File: src/design/tqd_pkg.sv
// ----------------------------------------------------------------------------
// tqd_pkg
// Shared types, codes and defaults of the task queue dispatcher.
// ----------------------------------------------------------------------------
package tqd_pkg;

    localparam int QUEUE_DEPTH_DEF = 64;
    localparam int TASK_IDS_DEF    = 256;
    localparam int CNT_W           = 7;
    localparam int CAP_W           = 7;

    localparam logic [CNT_W-1:0] CNT_MAX   = 7'd127;
    localparam logic [CAP_W-1:0] CAP_RESET = 7'd64;

    localparam logic [3:0] OP_TASK_INIT  = 4'd0;
    localparam logic [3:0] OP_QUEUE_INIT = 4'd1;
    localparam logic [3:0] OP_ENQUEUE    = 4'd2;
    localparam logic [3:0] OP_START      = 4'd3;
    localparam logic [3:0] OP_STOP       = 4'd4;
    localparam logic [3:0] OP_DEQ_ONE    = 4'd5;
    localparam logic [3:0] OP_DEQ_BATCH  = 4'd6;
    localparam logic [3:0] OP_RUN_BEGIN  = 4'd7;
    localparam logic [3:0] OP_RUN_END    = 4'd8;
    localparam logic [3:0] OP_CLAIM      = 4'd9;
    localparam logic [3:0] OP_TERM       = 4'd10;
    localparam logic [3:0] OP_RESET      = 4'd11;
    localparam logic [3:0] OP_QUERY      = 4'd12;

    localparam logic [2:0] QS_INIT     = 3'd0;
    localparam logic [2:0] QS_RUN      = 3'd1;
    localparam logic [2:0] QS_STOPPING = 3'd2;
    localparam logic [2:0] QS_STOP     = 3'd3;
    localparam logic [2:0] QS_DONE     = 3'd4;

    localparam logic [1:0] TS_INIT  = 2'd0;
    localparam logic [1:0] TS_READY = 2'd1;
    localparam logic [1:0] TS_RUN   = 2'd2;
    localparam logic [1:0] TS_DONE  = 2'd3;

    typedef struct packed {
        logic [3:0]       operation;
        logic [7:0]       task_id;
        logic [CAP_W-1:0] batch_limit;
    } in_item_t;

    typedef struct packed {
        logic             ok;
        logic [7:0]       out_task_id;
        logic [2:0]       queue_status;
        logic [CNT_W-1:0] total_tasks;
        logic [CNT_W-1:0] ready_tasks;
        logic [CNT_W-1:0] running_tasks;
        logic [CNT_W-1:0] finished_tasks;
        logic             last;
    } out_item_t;

    typedef struct packed {
        tqd_pkg::in_item_t item;
        logic              id_ok;
    } cmd_t;

endpackage

File: src/design/tqd_front.sv
// ----------------------------------------------------------------------------
// tqd_front
// Accepts input items, checks the task id range and holds them in a
// two-entry command queue for the execution side.
// ----------------------------------------------------------------------------
module tqd_front #(
    parameter int TASK_IDS = tqd_pkg::TASK_IDS_DEF
) (
    input  logic              aclk,
    input  logic              aresetn,
    input  logic              s_valid,
    output logic              s_ready,
    input  tqd_pkg::in_item_t s_data,
    output logic              cmd_valid,
    input  logic              cmd_pop,
    output tqd_pkg::cmd_t     cmd
);

    tqd_pkg::cmd_t ent_reg [2];
    logic       wp_reg, wp_next;
    logic       rp_reg, rp_next;
    logic [1:0] n_reg, n_next;
    logic       push, pop;
    tqd_pkg::cmd_t new_cmd;

    assign s_ready   = (n_reg != 2'd2);
    assign cmd_valid = (n_reg != 2'd0);
    assign cmd       = ent_reg[rp_reg];
    assign push      = s_valid & s_ready;
    assign pop       = cmd_pop & cmd_valid;

    always_comb begin
        new_cmd.item  = s_data;
        new_cmd.id_ok = (int'(s_data.task_id) < TASK_IDS);
        wp_next = push ? ~wp_reg : wp_reg;
        rp_next = pop ? ~rp_reg : rp_reg;
        n_next  = n_reg + {1'b0, push} - {1'b0, pop};
    end

    always_ff @(posedge aclk) begin
        if (!aresetn) begin
            wp_reg <= 1'b0;
            rp_reg <= 1'b0;
            n_reg  <= 2'd0;
        end else begin
            wp_reg <= wp_next;
            rp_reg <= rp_next;
            n_reg  <= n_next;
        end
    end

    always_ff @(posedge aclk) begin
        if (push) begin
            ent_reg[wp_reg] <= new_cmd;
        end
    end

endmodule

File: src/design/tqd_back.sv
// ----------------------------------------------------------------------------
// tqd_back
// Executes queued commands: queue state, counters, slot store and task
// state table, slot walks for batches and rearm, and the result register.
// ----------------------------------------------------------------------------
module tqd_back #(
    parameter int QUEUE_DEPTH = tqd_pkg::QUEUE_DEPTH_DEF,
    parameter int TASK_IDS    = tqd_pkg::TASK_IDS_DEF
) (
    input  logic                          aclk,
    input  logic                          aresetn,
    input  logic                          cmd_valid,
    output logic                          cmd_pop,
    input  tqd_pkg::cmd_t                 cmd,
    input  logic                          cfg_valid,
    input  logic [tqd_pkg::CAP_W-1:0]     cfg_data,
    output logic                          m_valid,
    input  logic                          m_ready,
    output tqd_pkg::out_item_t            m_data
);

    localparam int IW        = $clog2(QUEUE_DEPTH + 1);
    localparam int SA        = (QUEUE_DEPTH > 1) ? $clog2(QUEUE_DEPTH) : 1;
    localparam int TBL_DEPTH = (TASK_IDS > 256) ? 256 : TASK_IDS;
    localparam int TA        = $clog2(TBL_DEPTH);
    localparam int CAP_INIT  = (QUEUE_DEPTH < 64) ? QUEUE_DEPTH : 64;

    localparam logic [2:0] ST_IDLE = 3'd0;
    localparam logic [2:0] ST_OP   = 3'd1;
    localparam logic [2:0] ST_DEQ  = 3'd2;
    localparam logic [2:0] ST_CLM  = 3'd3;
    localparam logic [2:0] ST_RST  = 3'd4;
    localparam logic [2:0] ST_FIN  = 3'd5;

    typedef logic [tqd_pkg::CNT_W-1:0] cnt_t;

    function automatic cnt_t up1(input cnt_t v);
        return (v == tqd_pkg::CNT_MAX) ? v : v + cnt_t'(1);
    endfunction

    function automatic cnt_t dn1(input cnt_t v);
        return (v == cnt_t'(0)) ? v : v - cnt_t'(1);
    endfunction

    // memories
    logic [7:0] slot_mem [QUEUE_DEPTH];
    logic [1:0] tbl_mem  [TBL_DEPTH];
    logic [7:0] slot_rdata_reg;
    logic [1:0] tbl_rdata_reg;
    logic       tbl_vq_reg;
    logic [TBL_DEPTH-1:0] tbl_vld_reg;

    logic          slot_we;
    logic [SA-1:0] slot_wa, slot_ra;
    logic [7:0]    slot_wd;
    logic          tbl_we;
    logic [TA-1:0] tbl_wa, tbl_ra;
    logic [1:0]    tbl_wd;
    logic [1:0]    tstate;

    logic [2:0]    st_reg, st_next;
    logic          ph_reg, ph_next;
    logic [2:0]    q_reg, q_next;
    logic [IW-1:0] head_reg, head_next, tail_reg, tail_next;
    logic [IW-1:0] ptr_reg, ptr_next, base_reg, base_next, cnt_reg, cnt_next;
    logic [IW-1:0] capu_reg, capu_next;
    logic [tqd_pkg::CAP_W-1:0] cap_reg, grp_reg, grp_next;
    cnt_t tot_reg, tot_next, rdy_reg, rdy_next, run_reg, run_next, done_reg, done_next;
    logic          ok_reg, ok_next;
    tqd_pkg::cmd_t cmd_reg, cmd_next;
    logic          m_valid_reg, m_valid_next;
    tqd_pkg::out_item_t m_data_reg, m_data_next;

    logic          can_emit, emit, emit_ok, emit_last;
    logic [7:0]    emit_id;
    logic [tqd_pkg::CAP_W-1:0] lim, gran;
    logic [IW-1:0] diff, wlen, ptr_inc;
    logic          sid_ok, gend;
    cnt_t          done_inc;

    assign m_valid  = m_valid_reg;
    assign m_data   = m_data_reg;
    assign can_emit = !m_valid_reg || m_ready;
    assign tstate   = tbl_vq_reg ? tbl_rdata_reg : tqd_pkg::TS_INIT;
    // hold the head read and the table read on the command while it waits
    assign slot_ra  = (st_reg == ST_IDLE || st_reg == ST_OP) ? head_reg[SA-1:0]
                                                              : ptr_reg[SA-1:0];
    assign tbl_ra   = (st_reg == ST_IDLE) ? cmd.item.task_id[TA-1:0]
                                          : cmd_reg.item.task_id[TA-1:0];

    always_comb begin
        lim      = cmd_reg.item.batch_limit;
        gran     = (lim == '0) ? tqd_pkg::CAP_W'(1) : lim;
        diff     = tail_reg - head_reg;
        wlen     = (tqd_pkg::CAP_W'(diff) > lim) ? IW'(lim) : diff;
        ptr_inc  = ptr_reg + IW'(1);
        sid_ok   = (int'(slot_rdata_reg) < TASK_IDS);
        done_inc = up1(done_reg);
        gend     = (tqd_pkg::CAP_W'(grp_reg + tqd_pkg::CAP_W'(1)) == gran)
                   || (ptr_inc == tail_reg);

        st_next   = st_reg;
        ph_next   = ph_reg;
        q_next    = q_reg;
        head_next = head_reg;
        tail_next = tail_reg;
        ptr_next  = ptr_reg;
        base_next = base_reg;
        cnt_next  = cnt_reg;
        grp_next  = grp_reg;
        capu_next = capu_reg;
        tot_next  = tot_reg;
        rdy_next  = rdy_reg;
        run_next  = run_reg;
        done_next = done_reg;
        ok_next   = ok_reg;
        cmd_next  = cmd_reg;
        cmd_pop   = 1'b0;
        slot_we   = 1'b0;
        slot_wa   = tail_reg[SA-1:0];
        slot_wd   = cmd_reg.item.task_id;
        tbl_we    = 1'b0;
        tbl_wa    = cmd_reg.item.task_id[TA-1:0];
        tbl_wd    = tqd_pkg::TS_INIT;
        emit      = 1'b0;
        emit_ok   = 1'b0;
        emit_id   = 8'd0;
        emit_last = 1'b1;

        unique case (st_reg)
            ST_IDLE: begin
                if (cmd_valid) begin
                    cmd_pop  = 1'b1;
                    cmd_next = cmd;
                    st_next  = ST_OP;
                end
            end
            ST_OP: begin
                if (can_emit) begin
                    emit    = 1'b1;
                    st_next = ST_IDLE;
                    unique case (cmd_reg.item.operation)
                        tqd_pkg::OP_TASK_INIT: begin
                            if (cmd_reg.id_ok) begin
                                tbl_we  = 1'b1;
                                tbl_wd  = tqd_pkg::TS_INIT;
                                emit_ok = 1'b1;
                            end
                        end
                        tqd_pkg::OP_QUEUE_INIT: begin
                            capu_next = (int'(cap_reg) > QUEUE_DEPTH) ?
                                        IW'(QUEUE_DEPTH) : IW'(cap_reg);
                            q_next    = tqd_pkg::QS_INIT;
                            head_next = '0;
                            tail_next = '0;
                            tot_next  = '0;
                            rdy_next  = '0;
                            run_next  = '0;
                            done_next = '0;
                            emit_ok   = 1'b1;
                        end
                        tqd_pkg::OP_ENQUEUE: begin
                            if (cmd_reg.id_ok && tstate == tqd_pkg::TS_INIT
                                && tail_reg < capu_reg) begin
                                tbl_we    = 1'b1;
                                tbl_wd    = tqd_pkg::TS_READY;
                                slot_we   = 1'b1;
                                tail_next = tail_reg + IW'(1);
                                tot_next  = up1(tot_reg);
                                rdy_next  = up1(rdy_reg);
                                if (q_reg == tqd_pkg::QS_DONE) begin
                                    q_next = tqd_pkg::QS_RUN;
                                end
                                emit_ok = 1'b1;
                            end
                        end
                        tqd_pkg::OP_START: begin
                            if (q_reg == tqd_pkg::QS_INIT || q_reg == tqd_pkg::QS_STOP) begin
                                q_next  = tqd_pkg::QS_RUN;
                                emit_ok = 1'b1;
                            end
                        end
                        tqd_pkg::OP_STOP: begin
                            if (q_reg == tqd_pkg::QS_RUN) begin
                                q_next  = (run_reg == '0) ? tqd_pkg::QS_STOP
                                                          : tqd_pkg::QS_STOPPING;
                                emit_ok = 1'b1;
                            end
                        end
                        tqd_pkg::OP_DEQ_ONE: begin
                            if (q_reg == tqd_pkg::QS_RUN && head_reg < tail_reg) begin
                                emit_id   = slot_rdata_reg;
                                head_next = head_reg + IW'(1);
                                emit_ok   = 1'b1;
                            end
                        end
                        tqd_pkg::OP_DEQ_BATCH: begin
                            if (q_reg == tqd_pkg::QS_RUN && head_reg < tail_reg
                                && wlen != '0) begin
                                emit      = 1'b0;
                                ptr_next  = head_reg;
                                cnt_next  = wlen;
                                head_next = head_reg + wlen;
                                ph_next   = 1'b0;
                                st_next   = ST_DEQ;
                            end
                        end
                        tqd_pkg::OP_RUN_BEGIN: begin
                            if (cmd_reg.id_ok && tstate == tqd_pkg::TS_READY
                                && q_reg != tqd_pkg::QS_STOPPING
                                && q_reg != tqd_pkg::QS_STOP) begin
                                tbl_we   = 1'b1;
                                tbl_wd   = tqd_pkg::TS_RUN;
                                rdy_next = dn1(rdy_reg);
                                run_next = up1(run_reg);
                                emit_ok  = 1'b1;
                            end
                        end
                        tqd_pkg::OP_RUN_END: begin
                            if (cmd_reg.id_ok && tstate == tqd_pkg::TS_RUN) begin
                                tbl_we    = 1'b1;
                                tbl_wd    = tqd_pkg::TS_DONE;
                                run_next  = dn1(run_reg);
                                done_next = done_inc;
                                if (q_reg == tqd_pkg::QS_STOPPING && run_next == '0) begin
                                    q_next = tqd_pkg::QS_STOP;
                                end
                                if (tot_reg == done_inc) begin
                                    q_next = tqd_pkg::QS_DONE;
                                end
                                emit_ok = 1'b1;
                            end
                        end
                        tqd_pkg::OP_CLAIM: begin
                            if (q_reg == tqd_pkg::QS_RUN && head_reg < tail_reg) begin
                                emit      = 1'b0;
                                ptr_next  = head_reg;
                                base_next = head_reg;
                                cnt_next  = '0;
                                grp_next  = '0;
                                ph_next   = 1'b0;
                                st_next   = ST_CLM;
                            end else begin
                                emit_ok = (q_reg == tqd_pkg::QS_DONE);
                            end
                        end
                        tqd_pkg::OP_TERM: begin
                            if (q_reg == tqd_pkg::QS_RUN) begin
                                q_next = tqd_pkg::QS_STOP;
                            end
                            emit_ok = 1'b1;
                        end
                        tqd_pkg::OP_RESET: begin
                            if (q_reg == tqd_pkg::QS_DONE || q_reg == tqd_pkg::QS_STOP) begin
                                q_next    = tqd_pkg::QS_INIT;
                                run_next  = '0;
                                tot_next  = cnt_t'(tail_reg);
                                rdy_next  = cnt_t'(tail_reg);
                                done_next = '0;
                                head_next = '0;
                                emit_ok   = 1'b1;
                                if (tail_reg != '0) begin
                                    emit     = 1'b0;
                                    ok_next  = 1'b1;
                                    ptr_next = '0;
                                    ph_next  = 1'b0;
                                    st_next  = ST_RST;
                                end
                            end
                        end
                        tqd_pkg::OP_QUERY: begin
                            emit_ok = 1'b1;
                        end
                        default: begin
                            emit_ok = 1'b0;
                        end
                    endcase
                end
            end
            ST_DEQ: begin
                if (!ph_reg) begin
                    ph_next = 1'b1;
                end else if (can_emit) begin
                    emit      = 1'b1;
                    emit_ok   = 1'b1;
                    emit_id   = slot_rdata_reg;
                    emit_last = (cnt_reg == IW'(1));
                    ptr_next  = ptr_inc;
                    cnt_next  = cnt_reg - IW'(1);
                    ph_next   = 1'b0;
                    if (cnt_reg == IW'(1)) begin
                        st_next = ST_IDLE;
                    end
                end
            end
            ST_CLM: begin
                if (!ph_reg) begin
                    ph_next = 1'b1;
                end else begin
                    if (sid_ok) begin
                        tbl_we = 1'b1;
                        tbl_wa = slot_rdata_reg[TA-1:0];
                        tbl_wd = tqd_pkg::TS_DONE;
                    end
                    rdy_next  = dn1(rdy_reg);
                    done_next = done_inc;
                    cnt_next  = cnt_reg + IW'(1);
                    ptr_next  = ptr_inc;
                    grp_next  = gend ? '0 : grp_reg + tqd_pkg::CAP_W'(1);
                    if (gend && tot_reg == done_inc) begin
                        q_next = tqd_pkg::QS_DONE;
                    end
                    ph_next = 1'b0;
                    if (q_next != tqd_pkg::QS_RUN || ptr_inc >= tail_reg) begin
                        head_next = ptr_inc;
                        ptr_next  = base_reg;
                        st_next   = ST_DEQ;
                    end
                end
            end
            ST_RST: begin
                if (!ph_reg) begin
                    ph_next = 1'b1;
                end else begin
                    if (sid_ok) begin
                        tbl_we = 1'b1;
                        tbl_wa = slot_rdata_reg[TA-1:0];
                        tbl_wd = tqd_pkg::TS_READY;
                    end
                    ptr_next = ptr_inc;
                    ph_next  = 1'b0;
                    if (ptr_inc == tail_reg) begin
                        st_next = ST_FIN;
                    end
                end
            end
            ST_FIN: begin
                if (can_emit) begin
                    emit    = 1'b1;
                    emit_ok = ok_reg;
                    st_next = ST_IDLE;
                end
            end
            default: begin
                st_next = ST_IDLE;
            end
        endcase

        m_valid_next = emit ? 1'b1 : (m_ready ? 1'b0 : m_valid_reg);
        m_data_next  = m_data_reg;
        if (emit) begin
            m_data_next.ok             = emit_ok;
            m_data_next.out_task_id    = emit_id;
            m_data_next.queue_status   = q_next;
            m_data_next.total_tasks    = tot_next;
            m_data_next.ready_tasks    = rdy_next;
            m_data_next.running_tasks  = run_next;
            m_data_next.finished_tasks = done_next;
            m_data_next.last           = emit_last;
        end
    end

    always_ff @(posedge aclk) begin
        if (!aresetn) begin
            st_reg      <= ST_IDLE;
            ph_reg      <= 1'b0;
            q_reg       <= tqd_pkg::QS_INIT;
            head_reg    <= '0;
            tail_reg    <= '0;
            ptr_reg     <= '0;
            base_reg    <= '0;
            cnt_reg     <= '0;
            grp_reg     <= '0;
            cap_reg     <= tqd_pkg::CAP_RESET;
            capu_reg    <= IW'(CAP_INIT);
            tot_reg     <= '0;
            rdy_reg     <= '0;
            run_reg     <= '0;
            done_reg    <= '0;
            ok_reg      <= 1'b0;
            m_valid_reg <= 1'b0;
            tbl_vld_reg <= '0;
        end else begin
            st_reg      <= st_next;
            ph_reg      <= ph_next;
            q_reg       <= q_next;
            head_reg    <= head_next;
            tail_reg    <= tail_next;
            ptr_reg     <= ptr_next;
            base_reg    <= base_next;
            cnt_reg     <= cnt_next;
            grp_reg     <= grp_next;
            capu_reg    <= capu_next;
            tot_reg     <= tot_next;
            rdy_reg     <= rdy_next;
            run_reg     <= run_next;
            done_reg    <= done_next;
            ok_reg      <= ok_next;
            m_valid_reg <= m_valid_next;
            if (cfg_valid) begin
                cap_reg <= cfg_data;
            end
            if (tbl_we) begin
                tbl_vld_reg[tbl_wa] <= 1'b1;
            end
        end
    end

    always_ff @(posedge aclk) begin
        cmd_reg    <= cmd_next;
        m_data_reg <= m_data_next;
    end

    always_ff @(posedge aclk) begin
        if (slot_we) begin
            slot_mem[slot_wa] <= slot_wd;
        end
        slot_rdata_reg <= slot_mem[slot_ra];
    end

    always_ff @(posedge aclk) begin
        if (tbl_we) begin
            tbl_mem[tbl_wa] <= tbl_wd;
        end
        tbl_rdata_reg <= tbl_mem[tbl_ra];
        tbl_vq_reg    <= tbl_vld_reg[tbl_ra];
    end

endmodule

File: src/design/task_queue_dispatcher.sv
// ----------------------------------------------------------------------------
// task_queue_dispatcher
// Work queue controller: task state table, slot store, queue state and
// task counters, driven by one operation per input item.
// ----------------------------------------------------------------------------
//
//  Channel  Ports                         Carries
//  -------  ----------------------------  --------------------------------
//  s_       s_valid s_ready s_data        operation, task id, batch limit
//  m_       m_valid m_ready m_data        one result item, last flags end
//  cfg_     cfg_valid cfg_ready cfg_data  queue capacity (adopted on init)
//
//  Walks: a single-result operation executes after it leaves the two-entry
//  command queue. Batch dequeue reads each delivered slot in turn, claim
//  walks its slots twice (a marking walk, then a delivery walk), and queue
//  reset walks every occupied slot; the slot store's single registered read
//  port paces these walks.
//  Reset: aresetn is synchronous; the task table clears at once through
//  per-entry valid bits, so there is no clearing pass.
//  Stalls: the result register lets the front keep filling the command queue
//  while m_ready is low; the executor holds until the result is taken.
// ----------------------------------------------------------------------------
module task_queue_dispatcher #(
    parameter int QUEUE_DEPTH = tqd_pkg::QUEUE_DEPTH_DEF,
    parameter int TASK_IDS    = tqd_pkg::TASK_IDS_DEF
) (
    input  logic                      aclk,
    input  logic                      aresetn,
    input  logic                      s_valid,
    output logic                      s_ready,
    input  tqd_pkg::in_item_t         s_data,
    output logic                      m_valid,
    input  logic                      m_ready,
    output tqd_pkg::out_item_t        m_data,
    input  logic                      cfg_valid,
    output logic                      cfg_ready,
    input  logic [tqd_pkg::CAP_W-1:0] cfg_data
);

    logic          cmd_valid;
    logic          cmd_pop;
    tqd_pkg::cmd_t cmd;

    // capacity writes are always taken
    assign cfg_ready = 1'b1;

    // front: accept, range-check the task id, queue the command
    tqd_front #(
        .TASK_IDS(TASK_IDS)
    ) u_front (
        .aclk     (aclk),
        .aresetn  (aresetn),
        .s_valid  (s_valid),
        .s_ready  (s_ready),
        .s_data   (s_data),
        .cmd_valid(cmd_valid),
        .cmd_pop  (cmd_pop),
        .cmd      (cmd)
    );

    // back: execute, walk slots, drive results
    tqd_back #(
        .QUEUE_DEPTH(QUEUE_DEPTH),
        .TASK_IDS   (TASK_IDS)
    ) u_back (
        .aclk     (aclk),
        .aresetn  (aresetn),
        .cmd_valid(cmd_valid),
        .cmd_pop  (cmd_pop),
        .cmd      (cmd),
        .cfg_valid(cfg_valid),
        .cfg_data (cfg_data),
        .m_valid  (m_valid),
        .m_ready  (m_ready),
        .m_data   (m_data)
    );

endmodule

File: config.mk
export PLATFORM = sky130hd
export DESIGN_NAME = task_queue_dispatcher
export DESIGN_NICKNAME = d
export VERILOG_FILES = /design/src/design/tqd_pkg.sv /design/src/design/tqd_front.sv /design/src/design/tqd_back.sv /design/src/design/task_queue_dispatcher.sv
export SDC_FILE = /design/constraint.sdc
export NUM_CORES = 2
export LEC_CHECK = 0
export BUFFER_PORTS_ARGS = -buffer_cell sky130_fd_sc_hd__clkbuf_2
export CAP_MARGIN = 0
export CORE_UTILIZATION = 37
export DETAILED_ROUTE_END_ITERATION = 10
export GPL_ROUTABILITY_DRIVEN = 1
export HOLD_SLACK_MARGIN = 0.06
export PLACE_DENSITY = 0.57
export SLEW_MARGIN = 15
export SYNTH_ARGS = -nofsm -noshare
export SYNTH_HDL_FRONTEND = slang
export SYNTH_SLANG_ARGS = --single-unit
File: constraint.sdc
create_clock -name aclk -period 26.9 [get_ports aclk]
set_input_delay 5.38 -clock aclk [delete_from_list [all_inputs] [get_ports aclk]]
set_output_delay 5.38 -clock aclk [all_outputs]
set_load 0.005 [all_outputs]
==> summary.md <==
| Metric | Value |
|---|---|
| Fraction of layout cells with a size suffix above 1 | 0.123 |
| Std-Cell Rows | 152 |
| GRT busiest layer | met2 |
| Via count of the first global-routing pass | 41,500 |
| Outcome | finished clean |
| CORE AREA | 172,000 um2 |
| Hold depth | 2 |
| Global-route wire length before repair | 265,000 um |
| Post-CTS Hold Buffers | 0 |
| Int Pwr | 4350 uW |
| Tmin final | 8710 ps |
| Distinct cells, synth | 93 |
| Max Root-Sink Buffers | 3 |
| Leading cell type in the layout, fill and taps excluded | edfxtp_1 |
| Synth top area cells | edfxtp_1 53%, dfxtp_1 11%, mux4_2 6.2% |
| Final period util | 0.324 |
| Via-per-instance ratio | 5.61 |
| Xor and xnor fraction of the mapped netlist area | 0.00560 |
| Met3 usage | 0.0288 |
| Critical path's slowest cell | buf_4 |
| Clk_lat worst skew | 800 ps |
| Final non-filler cell total | 7,596 |
| Cts bufs inserted | 154 |
| Ports | 75 |
| Psw | 2180 uW |
| Top cell by count, worst path | buf_4 |
| Fmax | 115 MHz |
| CP bufs+invs | 3 |
| Pin count of the biggest net entering global routing | 174 |
| DRT Pass-1 Iters | 6 |
| CTS resizes | 0 |
| Arrival time worst endpoint | 9130 ps |
| Synth Area in Simple Gates | 0.127 |
| Avg WL per Cell | 23.4 um |
| Post-CTS setup repair buffer count | 0 |
| Net Sw Frac | 0.333 |
| Port bufs | 73 |
| Slew Viols, Final | 0 |
| Root Driver | clkbuf_16 |
| Met2 Track Usage GR | 0.328 |
| Most used DFF post-synth | edfxtp_1 |
| Critical path class | input port to flip-flop |
| Fin. Hold Viols | 0 |
| Routed WL | 178,000 um |
| CTS tree | done |
| FF-to-FF path depth | 26 |
| Clk pwr share | 0.331 |
| Clock slew at reported path FFs | 60 ps |
| Crit-path max FO | 115 |
| Max Cap Viol | 0 |
| Cell accounting for the most synthesized area | edfxtp_1 |
| Hold Startpoint | u_back.tbl_vld_reg[211]$_SDFFE_PN0P_ |
| Share of the synthesized area in the top cell type | 0.526 |
| Reg area | 41,000 um2 |
| Compound-gate portion of the synthesized area | 0.110 |
| Flop-to-flop setup slack | 20,120 ps |
| Final setup viols | 0 |
| Worst rel slew slack | 0.216 |
| R2R Path Start | u_back.tail_reg[0]$_SDFFE_PN0P_ |
| DRC violations left | 0 |
| Critical Path, Cell by Cell | clkbuf_2 -> nand2b_1 -> nand2_1 -> or3_1 -> nand3_4 -> buf_4 -> buf_4 |
| Crit path max-delay family | buffers and inverters |
| Met1 Use GR | 0.273 |
| Peak VDD IR | 0.0948 mV |
| Worst setup SP type | input port |
| WHS Endpoint | u_back.tbl_vld_reg[211]$_SDFFE_PN0P_ |
| Syn_nets | 5,274 |
| Most frequent cells in the layout | 1,122 x edfxtp_1, 842 x nand2_1, 497 x nor2_1 |
| Cell Pwr Density | 90.8 nW/um2 |
| Seq pwr share | 0.411 |
| Worst-Margin Slew | 1170 ps |
| Post-synth EDFFs | 1,122 |
| Die area | 175,000 um2 |
| H-tree depth | 4 |
| Yosys reg bits | 1,487 |
| RSZ-0062 raised after global routing | no |
| Critical Path Source | m_ready |
| FFs w/ async S/R, synth | 0 |
| GR Overflow Total | 0 |
| RR Endpoint | u_back.head_reg[6]$_SDFFE_PN0P_ |
| DRT antenna net count | 0 |
| Starting Density | 0.373 |
| Placed cell count | 7,309 |
| Total vias in the final route | 42,600 |
| Detailed-placement wirelength estimate | 105,000 um |
| Die height | 418 um |
| Worst Hold Class | flip-flop to flip-flop |
| Filler Cells Inserted | 15,900 |
| # nets final | 5,237 |
| Clk sinks | 1,487 |
| Worst clock skew | 21.5 ps |
| Setup TNS | 0 ps |
| Critical Path Sink Type | flip-flop |
| Initial detailed-routing violation count | 4,084 |
| Mux cell area share after synthesis | 0.0792 |
| Chip width | 418 um |
| CP peak stage delay | 950 ps |
| Mapped Area | 64,100 um2 |
| Yosys warns | 0 |
| Initial antenna violation count | 6 |
| Adder-Cell Fraction of Synth Area | 0.0102 |
| GPL Wtd Cong | 0.902 |
| Largest family of logic cells by synthesized area | simple AND/OR/NAND/NOR gates |
| Syn Area/Cell | 12.3 um2 |
| Area of the multi-input gates | 21,500 um2 |
| Cell count after synthesis | 5,192 |
| Comb pwr share | 0.258 |
| Lkg Pwr | 0.0234 uW |
| Area growth from synthesis to layout | 12.2% |
| Worst EP required | 27,320 ps |
| All-layer global routing usage | 0.201 |
| Post-synthesis sequential area ratio | 0.640 |
synth_stat cells, drive strengths merged, types with 8 or more instances:
library cell     n
edfxtp        1122
nand2          852
nor2           502
dfxtp          365
o21ai          245
clkbuf         238
a21oi          210
nand3          201
mux4           176
buf            113
mux2i           89
a32o            77
inv             76
and2            74
and3            68
a211oi          60
nor3            60
a31oi           52
a22o            49
ha              49
o22ai           40
a311oi          33
a21o            32
o221ai          27
xnor2           26
nor2b           25
or3             22
o211ai          20
o31ai           19
mux2            18
nand2b          17
o31a            17
xor2            15
a32oi           14
o21a            13
a31o            11
o311ai          11
nor3b           10
o22a            10
a211o            9
nor4             9
or4              9
nand4            8
cell families after synthesis:
logic type	count (synthesis)
AOI/OAI and AO/OA	1024
xor gates and xnor gates	41
adders and majority gates	51
buffers and inverters	429
DFF	1487
muxes	283
other	1
and+or+nand+nor	1876
how the worst max path moves through the flow:
stage	to	slack, ps	cells past startpoint
2_1_floorplan	u_back.tbl_mem[0][1]$_DFFE_PP_	8880	4
3_3_place_gp	u_back.tbl_mem[123][0]$_DFFE_PP_	17490	7
3_5_place_dp	u_back.tbl_mem[137][0]$_DFFE_PP_	17450	7
4_1_cts	u_back.tbl_mem[133][0]$_DFFE_PP_	18280	7
5_1_grt	u_back.tbl_mem[33][0]$_DFFE_PP_	18020	7
6_report	u_back.tbl_mem[133][0]$_DFFE_PP_	18190	7
worst register-to-register path: stages, from the launching register on:
cell,delay [ps]
dfxtp_1,840
inv_1,400
ha_1,350
nor2b_1,120
o21a_1,130
o21ai_1,110
a21oi_1,400
nor2_1,130
ha_1,310
a21o_1,180
a221o_1,360
o21ai_1,660
nor2_1,90
a21oi_1,350
nand2b_1,170
ha_1,180
inv_1,70
fa_1,420
nor2b_1,120
o21ai_0,110
a21oi_1,240
or3_1,140
nand3_1,110
xnor2_1,160
a22oi_1,100
a211o_1,340
mux2i_1,120
power groups by stage:
stage	sequential, uW	clock (uW)	combinational [uW]
after floorplan	2760	0	1000
after global placement	2730	0	1670
after detailed placement	2730	0	1680
after CTS	2680	2200	1680
after global routing	2690	2290	1800
final	2680	2160	1680
per-layer routing:
metal	share of wire	routed length (um)
met5	0.000073	13
met4	0.029	5240
met3	0.063	11200
met2	0.48	85500
met1	0.43	76100
per-stage QoR:
step	cell area (um2)	worst slack (ps)	util	hold slack, ps	power (uW)
2_1_floorplan	64100	8880	-	420	3770
3_3_place_gp	66800	17490	0.389	429	4400
3_5_place_dp	66800	17450	0.389	441	4410
4_1_cts	71900	18280	0.419	455	6570
5_1_grt	71900	18020	0.419	476	6780
6_report	71900	18190	0.419	449	6530
layout make-up:
| class | instances | share of cell area |
|---|---|---|
| clock buffer | 203 | 0.0595 |
| antenna | 4 | 0.000139 |
| tap | 2310 | 0.0402 |
| timing repair buffer | 158 | 0.0153 |
| multi-input combinational | 3276 | 0.299 |
| sequential | 1487 | 0.570 |
| inverter | 78 | 0.00407 |
| clock inverter | 80 | 0.0120 |
Power figures use the tool's default switching activity.
